**src/color_key_sprite_blitter_macros.svh**
```systemverilog
// Assertion macros shared by the blitter modules.
// Every module that uses them has ports named i_clk and i_rst_n.
`ifndef COLOR_KEY_SPRITE_BLITTER_MACROS_SVH
`define COLOR_KEY_SPRITE_BLITTER_MACROS_SVH

// Condition holds in the same cycle as the trigger.
`define CKB_ASSERT_NOW(label, trig, cond, msg) \
    label: assert property (@(posedge i_clk) disable iff (!i_rst_n) \
        (trig) |-> (cond)) else $error(msg);

// Condition holds in the cycle after the trigger.
`define CKB_ASSERT_NEXT(label, trig, cond, msg) \
    label: assert property (@(posedge i_clk) disable iff (!i_rst_n) \
        (trig) |=> (cond)) else $error(msg);

`endif

```
**src/ckb_pkg.sv**
```systemverilog
package ckb_pkg;

    localparam int MAX_SPRITE_DIM = 1024;

    localparam int CFG_POS_W  = 11;
    localparam int CFG_DIM_W  = 11;
    localparam int ORIENT_W   = 2;
    localparam int PIXEL_W    = 32;
    localparam int COORD_W    = 12;
    localparam int CFG_IDX_W  = 3;
    localparam int CFG_DATA_W = 32;

    // Counter and clamped-size widths follow from the largest sprite side.
    localparam int CNT_W = $clog2(MAX_SPRITE_DIM);
    localparam int DIM_W = $clog2(MAX_SPRITE_DIM + 1);

    // Register indexes on the configuration port.
    localparam logic [CFG_IDX_W-1:0] REG_ORIGIN_X      = 3'd0;
    localparam logic [CFG_IDX_W-1:0] REG_ORIGIN_Y      = 3'd1;
    localparam logic [CFG_IDX_W-1:0] REG_SPRITE_WIDTH  = 3'd2;
    localparam logic [CFG_IDX_W-1:0] REG_SPRITE_HEIGHT = 3'd3;
    localparam logic [CFG_IDX_W-1:0] REG_ORIENTATION   = 3'd4;
    localparam logic [CFG_IDX_W-1:0] REG_KEY_COLOR     = 3'd5;

    // Orientation codes.
    localparam logic [ORIENT_W-1:0] ORIENT_NORMAL = 2'd0;
    localparam logic [ORIENT_W-1:0] ORIENT_TURNED = 2'd1;
    localparam logic [ORIENT_W-1:0] ORIENT_LEFT   = 2'd2;
    localparam logic [ORIENT_W-1:0] ORIENT_RIGHT  = 2'd3;

    localparam logic [PIXEL_W-1:0] KEY_COLOR_RST = 32'h00FF_FFFE;

    typedef struct packed {
        logic [CFG_POS_W-1:0] origin_x;
        logic [CFG_POS_W-1:0] origin_y;
        logic [CFG_DIM_W-1:0] sprite_width;
        logic [CFG_DIM_W-1:0] sprite_height;
        logic [ORIENT_W-1:0]  orientation;
        logic [PIXEL_W-1:0]   key_color;
    } t_cfg;

    // One pixel with its source position, handed from the scan stage to the mapper.
    typedef struct packed {
        logic [PIXEL_W-1:0] pixel;
        logic [CNT_W-1:0]   col;
        logic [CNT_W-1:0]   row;
        logic               last;
    } t_scan_item;

    // A size of zero acts as one, a size above the maximum acts as the maximum.
    function automatic logic [DIM_W-1:0] clamp_dim(input logic [CFG_DIM_W-1:0] v);
        logic [31:0] v32;
        v32 = 32'(v);
        if (v32 == 32'd0) begin
            return DIM_W'(1);
        end else if (v32 > 32'(MAX_SPRITE_DIM)) begin
            return DIM_W'(MAX_SPRITE_DIM);
        end
        return DIM_W'(v32);
    endfunction

endpackage

```
**src/color_key_sprite_blitter.sv**
```systemverilog
// Path: a pixel accepted into the input register is mapped into the result register,
// which the frame buffer takes it from; a stall can hold it in either register.
// Throughput: one pixel per cycle unless the frame buffer stalls, set by the input and
// result registers, each of which loads whenever the stage after it moves or is empty.
// Reset (i_rst_n, synchronous, active low) clears both counters, both valid flags and
// loads the register defaults: origin 0,0, size 1x1, normal orientation, key 0x00FFFFFE.
module color_key_sprite_blitter
    import ckb_pkg::*;
(
    input  logic                  i_clk,
    input  logic                  i_rst_n,
    // Source pixel channel.
    input  logic                  i_valid,
    output logic                  o_stall,
    input  logic [PIXEL_W-1:0]    i_pixel_color,
    // Frame-buffer write channel.
    output logic                  o_valid,
    input  logic                  i_stall,
    output logic [COORD_W-1:0]    o_dest_x,
    output logic [COORD_W-1:0]    o_dest_y,
    output logic [PIXEL_W-1:0]    o_write_color,
    output logic                  o_write_enable,
    output logic                  o_sprite_end,
    // Configuration write channel.
    input  logic                  i_cfg_valid,
    output logic                  o_cfg_ready,
    input  logic [CFG_IDX_W-1:0]  i_cfg_index,
    input  logic [CFG_DATA_W-1:0] i_cfg_data
);

    // The design is a two-register pipeline. The scan stage keeps the column and
    // row counters; each accepted beat is captured together with the source
    // position it belongs to and a flag that marks the last pixel of the sprite.
    // The counters advance at that same edge, so back-to-back beats see the
    // right position without waiting for the mapper.
    //
    // The mapper turns the source position into a frame-buffer coordinate for
    // the selected orientation, compares the pixel against the key color and
    // loads the result register. Every stage moves when the stage after it is
    // empty or is being emptied, so the source is stalled only while a full
    // result register is itself stalled and the input register is occupied.
    //
    // Configuration is expected to change only while the pipe is empty; both
    // stages read the live register values.

    t_cfg       cfg;
    logic       item_valid;
    t_scan_item item;
    logic       take;

    ckb_cfg_regs u_cfg_regs (
        .i_clk       (i_clk),
        .i_rst_n     (i_rst_n),
        .i_cfg_valid (i_cfg_valid),
        .i_cfg_index (i_cfg_index),
        .i_cfg_data  (i_cfg_data),
        .o_cfg_ready (o_cfg_ready),
        .o_cfg       (cfg)
    );

    ckb_scan u_scan (
        .i_clk         (i_clk),
        .i_rst_n       (i_rst_n),
        .i_valid       (i_valid),
        .i_pixel_color (i_pixel_color),
        .o_stall       (o_stall),
        .i_cfg         (cfg),
        .i_take        (take),
        .o_item_valid  (item_valid),
        .o_item        (item)
    );

    ckb_map u_map (
        .i_clk          (i_clk),
        .i_rst_n        (i_rst_n),
        .i_cfg          (cfg),
        .i_item_valid   (item_valid),
        .i_item         (item),
        .o_take         (take),
        .o_valid        (o_valid),
        .i_stall        (i_stall),
        .o_dest_x       (o_dest_x),
        .o_dest_y       (o_dest_y),
        .o_write_color  (o_write_color),
        .o_write_enable (o_write_enable),
        .o_sprite_end   (o_sprite_end)
    );

endmodule

```
**src/ckb_cfg_regs.sv**
```systemverilog
module ckb_cfg_regs
    import ckb_pkg::*;
(
    input  logic                  i_clk,
    input  logic                  i_rst_n,
    input  logic                  i_cfg_valid,
    input  logic [CFG_IDX_W-1:0]  i_cfg_index,
    input  logic [CFG_DATA_W-1:0] i_cfg_data,
    output logic                  o_cfg_ready,
    output t_cfg                  o_cfg
);

    t_cfg r_cfg;
    t_cfg n_cfg;

    // Writes are taken in any cycle.
    assign o_cfg_ready = 1'b1;
    assign o_cfg       = r_cfg;

    always_comb begin
        n_cfg = r_cfg;
        if (i_cfg_valid) begin
            unique case (i_cfg_index)
                REG_ORIGIN_X:      n_cfg.origin_x      = i_cfg_data[CFG_POS_W-1:0];
                REG_ORIGIN_Y:      n_cfg.origin_y      = i_cfg_data[CFG_POS_W-1:0];
                REG_SPRITE_WIDTH:  n_cfg.sprite_width  = i_cfg_data[CFG_DIM_W-1:0];
                REG_SPRITE_HEIGHT: n_cfg.sprite_height = i_cfg_data[CFG_DIM_W-1:0];
                REG_ORIENTATION:   n_cfg.orientation   = i_cfg_data[ORIENT_W-1:0];
                REG_KEY_COLOR:     n_cfg.key_color     = i_cfg_data[PIXEL_W-1:0];
                default:           n_cfg = r_cfg;
            endcase
        end
    end

    always_ff @(posedge i_clk) begin
        if (!i_rst_n) begin
            r_cfg.origin_x      <= '0;
            r_cfg.origin_y      <= '0;
            r_cfg.sprite_width  <= CFG_DIM_W'(1);
            r_cfg.sprite_height <= CFG_DIM_W'(1);
            r_cfg.orientation   <= ORIENT_NORMAL;
            r_cfg.key_color     <= KEY_COLOR_RST;
        end else begin
            r_cfg <= n_cfg;
        end
    end

endmodule

```
**src/ckb_scan.sv**
```systemverilog
module ckb_scan
    import ckb_pkg::*;
(
    input  logic               i_clk,
    input  logic               i_rst_n,
    input  logic               i_valid,
    input  logic [PIXEL_W-1:0] i_pixel_color,
    output logic               o_stall,
    input  t_cfg               i_cfg,
    input  logic               i_take,
    output logic               o_item_valid,
    output t_scan_item         o_item
);

`include "color_key_sprite_blitter_macros.svh"

    logic [CNT_W-1:0] r_col, n_col;
    logic [CNT_W-1:0] r_row, n_row;
    logic             r_valid, n_valid;
    t_scan_item       r_item;
    logic [DIM_W-1:0] w;
    logic [DIM_W-1:0] h;
    logic             accept;
    logic             row_last;
    logic             sprite_last;

    assign o_stall = r_valid && !i_take;
    assign accept  = i_valid && !o_stall;

    assign w = clamp_dim(i_cfg.sprite_width);
    assign h = clamp_dim(i_cfg.sprite_height);

    // A counter at or past its last value counts as being at its last value.
    assign row_last    = DIM_W'(r_col) >= (w - DIM_W'(1));
    assign sprite_last = row_last && (DIM_W'(r_row) >= (h - DIM_W'(1)));

    always_comb begin
        n_col   = r_col;
        n_row   = r_row;
        n_valid = r_valid;
        if (accept) begin
            n_valid = 1'b1;
            if (sprite_last) begin
                n_col = '0;
                n_row = '0;
            end else if (row_last) begin
                n_col = '0;
                n_row = r_row + CNT_W'(1);
            end else begin
                n_col = r_col + CNT_W'(1);
            end
        end else if (i_take) begin
            n_valid = 1'b0;
        end
    end

    always_ff @(posedge i_clk) begin
        if (!i_rst_n) begin
            r_col   <= '0;
            r_row   <= '0;
            r_valid <= 1'b0;
        end else begin
            r_col   <= n_col;
            r_row   <= n_row;
            r_valid <= n_valid;
        end
    end

    always_ff @(posedge i_clk) begin
        if (accept) begin
            r_item.pixel <= i_pixel_color;
            r_item.col   <= r_col;
            r_item.row   <= r_row;
            r_item.last  <= sprite_last;
        end
    end

    assign o_item_valid = r_valid;
    assign o_item       = r_item;

    `CKB_ASSERT_NEXT(a_scan_wrap, accept && sprite_last, (r_col == '0) && (r_row == '0), "counters did not restart after the last pixel")
    `CKB_ASSERT_NEXT(a_scan_hold, r_valid && !i_take, r_valid && $stable(r_item), "held item was lost or changed")

endmodule

```
**src/ckb_map.sv**
```systemverilog
module ckb_map
    import ckb_pkg::*;
(
    input  logic               i_clk,
    input  logic               i_rst_n,
    input  t_cfg               i_cfg,
    input  logic               i_item_valid,
    input  t_scan_item         i_item,
    output logic               o_take,
    output logic               o_valid,
    input  logic               i_stall,
    output logic [COORD_W-1:0] o_dest_x,
    output logic [COORD_W-1:0] o_dest_y,
    output logic [PIXEL_W-1:0] o_write_color,
    output logic               o_write_enable,
    output logic               o_sprite_end
);

`include "color_key_sprite_blitter_macros.svh"

    logic               r_valid;
    logic [COORD_W-1:0] r_dest_x, n_dest_x;
    logic [COORD_W-1:0] r_dest_y, n_dest_y;
    logic [PIXEL_W-1:0] r_color;
    logic               r_we;
    logic               r_end;
    logic [COORD_W-1:0] ox, oy, wc, hc, cc, rc;

    assign o_take = !r_valid || !i_stall;

    // All coordinate arithmetic wraps modulo the coordinate width.
    assign ox = COORD_W'(i_cfg.origin_x);
    assign oy = COORD_W'(i_cfg.origin_y);
    assign wc = COORD_W'(clamp_dim(i_cfg.sprite_width));
    assign hc = COORD_W'(clamp_dim(i_cfg.sprite_height));
    assign cc = COORD_W'(i_item.col);
    assign rc = COORD_W'(i_item.row);

    always_comb begin
        unique case (i_cfg.orientation)
            ORIENT_NORMAL: begin
                n_dest_x = ox + cc;
                n_dest_y = oy + rc;
            end
            ORIENT_TURNED: begin
                n_dest_x = ox + wc - COORD_W'(1) - cc;
                n_dest_y = oy + hc - COORD_W'(1) - rc;
            end
            ORIENT_LEFT: begin
                n_dest_x = ox + rc;
                n_dest_y = oy + wc - cc;
            end
            default: begin
                n_dest_x = ox + hc - rc;
                n_dest_y = oy + cc;
            end
        endcase
    end

    always_ff @(posedge i_clk) begin
        if (!i_rst_n) begin
            r_valid <= 1'b0;
        end else if (o_take) begin
            r_valid <= i_item_valid;
        end
    end

    always_ff @(posedge i_clk) begin
        if (o_take && i_item_valid) begin
            r_dest_x <= n_dest_x;
            r_dest_y <= n_dest_y;
            r_color  <= i_item.pixel;
            r_we     <= i_item.pixel != i_cfg.key_color;
            r_end    <= i_item.last;
        end
    end

    assign o_valid        = r_valid;
    assign o_dest_x       = r_dest_x;
    assign o_dest_y       = r_dest_y;
    assign o_write_color  = r_color;
    assign o_write_enable = r_we;
    assign o_sprite_end   = r_end;

    `CKB_ASSERT_NOW(a_map_key, r_valid, r_we == (r_color != i_cfg.key_color), "write enable disagrees with key compare")
    `CKB_ASSERT_NEXT(a_map_fill, i_item_valid && o_take, r_valid && (r_color == $past(i_item.pixel)), "taken item missing from result register")

endmodule

```
**config.mk**
```make
export PLATFORM = sky130hd
export DESIGN_NAME = color_key_sprite_blitter
export DESIGN_NICKNAME = d
export VERILOG_FILES = /design/src/ckb_pkg.sv /design/src/color_key_sprite_blitter.sv /design/src/ckb_cfg_regs.sv /design/src/ckb_scan.sv /design/src/ckb_map.sv
export VERILOG_INCLUDE_DIRS = /design/src /design/src/src
export SDC_FILE = /design/constraint.sdc
export NUM_CORES = 1
export LEC_CHECK = 0
export BUFFER_PORTS_ARGS = -buffer_cell sky130_fd_sc_hd__buf_4
export CAP_MARGIN = 10
export CORE_MARGIN = 1.5
export CORE_UTILIZATION = 62
export CTS_BUF_LIST = sky130_fd_sc_hd__clkbuf_8
export DETAILED_ROUTE_END_ITERATION = 8
export PLACE_DENSITY = 0.84
export SLEW_MARGIN = 20
export SYNTH_ARGS = -nofsm -noshare
export SYNTH_HDL_FRONTEND = slang
export SYNTH_SLANG_ARGS = --single-unit
```
**constraint.sdc**
```tcl
create_clock -name i_clk -period 5.6 [get_ports i_clk]
set_input_delay 0.28 -clock i_clk [delete_from_list [all_inputs] [get_ports i_clk]]
set_output_delay 0.28 -clock i_clk [all_outputs]
set_load 0.01 [all_outputs]
```
==> results summary <==
The flow ran to the end, and the final reports show no timing, DRC or antenna violations. Of all flip-flops after synthesis, the portion carrying an async set or reset was 0%. The setup slack at placement came out at 1.13 ns.

The via count of the routed design came out at 11000. The netlist area before placement came out at 0.0129 mm^2. The post-route minimum period came out at 4.49 ns. The worst setup path is of the reg2reg kind. The share of the yosys chip area belonging to registers came out at 41.2%. The aggregate global-route resource usage is 34.4%. In the final layout, the share of cells above drive strength 1 is 14.0%. Entering global routing, the biggest net connects 104 pins. The non-filler instance count after layout is 1816. The critical path starts at u_cfg_regs.o_cfg[37]$_SDFFE_PN0P_. The cell sitting at the root of the clock tree is a sky130_fd_sc_hd__clkbuf_8.

The routed via count divided by cell count came out at 6.07. The max-cap check violation count came out at 0. The register bit total from synthesis is 211. The number of buffers added by the clock tree synthesis step is 36. The maximum operating frequency is 223 MHz. The initial antenna violation count was 0.

In the synthesized netlist the dominant register cell turns out to be sky130_fd_sc_hd__edfxtp_1. The library cell used most frequently in the layout, excluding fill and tap cells, is sky130_fd_sc_hd__nand2_1. The count of clock tree sinks is 211. The tightest min-delay check is of the in2reg type. For this run the aggregate overflow at the end of global routing stands at 0. The number of filler cells placed in the layout is 1313. The width of the die came out at 148 um. The power density over cell area came out at 244 mW/mm^2. For this design the static power due to leakage is 6.48 nW. The signal on the critical path passes through or4_1 -> nor4_4 -> nor3b_1 -> o21ai_0 -> ha_1 -> inv_1 -> ha_1 -> inv_1 -> fa_1 -> nor2b_1 -> o21ai_0 -> a21boi_1 -> o41ai_1 -> o21ai_0 -> xnor2_1 -> a21oi_1. Summing all flip-flop and latch instances after layout gives 0.00534 mm^2. The total area of multi-input combinational cells is 0.00698 mm^2. The count of placed standard cells including taps is 1698. The period utilization came out at 80.1%. The clock skew after layout came out at 0.0525 ns.

The combinational share of power came out at 17.3%. The count of port buffers added during placement came out at 131. The endpoint required time on the critical path is 5.85 ns. The number of buffers between clock root and the deepest sink is 3. The clock tree synthesis step divided the H-tree into 2 levels.

In the layout the commonest cells are sky130_fd_sc_hd__nand2_1 (211), sky130_fd_sc_hd__inv_1 (142), sky130_fd_sc_hd__buf_4 (135). The congestion estimate from routability-driven global placement came to 0.970. The sequential fraction of design power is 47.0%. Cell internal power was estimated by the tool at 2.65 mW.

The net load switching power is 1.09 mW. The clock network power share came out at 35.7%. The total routed wirelength is 37600 um. The final number of setup-violating endpoints is 0. For this run, the slowest stage of the critical path takes 0.67 ns. The startpoint identified for the worst register-to-register timing path is u_cfg_regs.o_cfg[37]$_SDFFE_PN0P_.

For this run, design rule violations remaining after detail routing come to 0. The switching share of power is 29.2%. The first detailed-routing pass took 5 iterations. The remaining max-slew budget at the tightest pin is 25.5%.

The clock transition time at the flip-flop clock pins of the worst setup and hold paths is 0.08 ns. The maximum vdd drop came out at 0.238 mV. The insertion delay to the later sink of the worst-skew pair came out at 0.57 ns.

The number of diodes is 0. The total area inside the core boundary comes to 0.0204 mm^2. STA classifies the critical path startpoint as a register.

The starting density of the core is 63.6%. The setup TNS is 0 ns. The die footprint came out at 0.0218 mm^2.

Hold timing on the final database bottoms out at a slack of 0.00991 ns. In this run the most critical hold path is launched from i_cfg_data[7]. Setup repair after global routing left no endpoint under its margin. The number of buffers inserted to repair setup after CTS came out at 0.

The least setup slack across all paths after layout came out at 1.11 ns. The via count of the first global-routing pass came out at 11000. The top-level port count is 133.

The synthesized area per cell is 9.68 um^2. The hold violation total from the final report is 0. The HPWL after detailed placement is 25400 um. The count of pins over their slew limit came out at 0. The post-synth net total is 1550.

Along the worst path, the maximum fanout reaches 6. Yosys mapped the design onto 69 distinct sky130hd cell types. The number of DRC markers in iteration 0 came out at 967. The worst setup path is captured at a register. The arrival time of data at the critical path endpoint is 4.74 ns. Row generation in the floorplan step produced 52 rows. The area growth from synthesis to layout is 18.4%. The wire length of the first global-routing pass is 57700 um.

The number of nets in the layout is 1730. Synthesis handed over a netlist of 1338 instances. Once detail routing completed, the nets flagged for antenna violations numbered 0. The most numerous cell type found on the critical path is sky130_fd_sc_hd__o21ai_0.

The highest-delay cell along the critical path is sky130_fd_sc_hd__or4_1. Measured along the y axis, the die boundary spans 148 um. The largest delay contributor family on the critical path is compound AO/OA/AOI/OAI gates. The number of buffer and inverter instances along the worst setup path came out at 2. In the final routed layout, each cell accounts on average for 20.7 um. For the pin with the worst max-slew slack, the measured transition is 1.11 ns. The total of warnings raised by yosys is 0. The number of synthesized flops with an enable pin is 111.

The TritonCTS clock tree is yes.
## final cells by class
type	count	share of cell area (%)
tap	270	2.20
timing repair buffer	187	10.0
sequential	211	34.8
inverter	127	3.11
multi-input combinational	955	45.5
clock inverter	26	0.800
clock buffer	40	3.59
## layer usage
layer / track usage [%] / up-vias / wire length [um]
met4: 20.6 / 0 / 2450
li1: - / 5007 / -
met2: 57.6 / 647 / 17900
met1: 41.3 / 5217 / 13800
met5: 0 / - / 0
met3: 6.54 / 159 / 3400
## final timing paths
path,end,slack (ns),depth (start not counted)
max,u_map.o_dest_x[10]$_DFFE_PP_,1.11,16
min,u_cfg_regs.o_cfg[7]$_SDFFE_PN1P_,0.01,3
max reg2reg,u_map.o_dest_x[10]$_DFFE_PP_,1.11,16
min reg2reg,u_map.o_sprite_end$_DFFE_PP_,0.43,0
## power groups by stage
stage,clock network [mW],logic [mW],registers [mW]
detailed placement,0,0.598,1.79
CTS,1.31,0.631,1.76
floorplan,0,0.403,1.78
finish,1.34,0.648,1.76
global route,1.41,0.708,1.77
global placement,0,0.580,1.78
## cells by family (layout without fill, tap and decap cells)
family	after synthesis	in the layout	share of synthesized area [%]
compound gates	276	276	14.6
xor+xnor	97	97	6.56
fa+ha+maj	140	140	16.1
buf+inv	172	380	5.04
flops	211	211	41.2
mux	21	21	1.82
other cells	1	1	0.0290
simple gates	420	420	14.7
## synthesized netlist by cell type, drive strengths merged (30+ instances only)
cell,instances,area share (%)
xor2,30,2.0
inv,127,3.7
clkbuf,41,1.2
xnor2,67,4.5
nand2,214,6.3
dfxtp,100,15
a21boi,57,3.3
a21oi,60,2.3
nand3,42,1.6
nor2,70,2.0
ha,96,9.3
o21ai,43,1.7
edfxtp,111,26
fa,44,6.8
## worst register-to-register path, delay by kind of cell (launching register included)
family	cells	cell delay, ns
XOR/XNOR	1	0.17
AO/OA/AOI/OAI	6	1.50
AND/OR/NAND/NOR	4	1.22
adder cells (fa/ha/maj)	3	0.85
buffers and inverters	2	0.12
flip-flops	1	0.35
## stage by stage
stage | area [um^2] | utilization (%) | power [mW]
floorplan | 12900 | - | 2.18
global placement | 14100 | 69.4 | 2.36
detailed placement | 14100 | 69.4 | 2.39
CTS | 15300 | 75.2 | 3.70
global route | 15300 | 75.3 | 3.89
finish | 15300 | 75.3 | 3.75
## state kept, by name, summed over array words and instances (netlist names)
signal                count
u_map.o_dest_x           12
u_cfg_regs.o_cfg         78
u_scan.r_row             10
u_map.o_write_enable      1
u_scan.o_item_valid       1
u_scan.r_col             10
u_map.o_sprite_end        1
u_map.o_valid             1
u_map.o_dest_y           12
u_scan.o_item            53
u_map.o_write_color      32
## repair_timing
item | in CTS | in global routing
hold buffers | 51 | 1
resized for setup | 0 | 0
endpoints found under the hold margin | 51 | 1
Note: power is estimated with default switching activity, not from simulation.
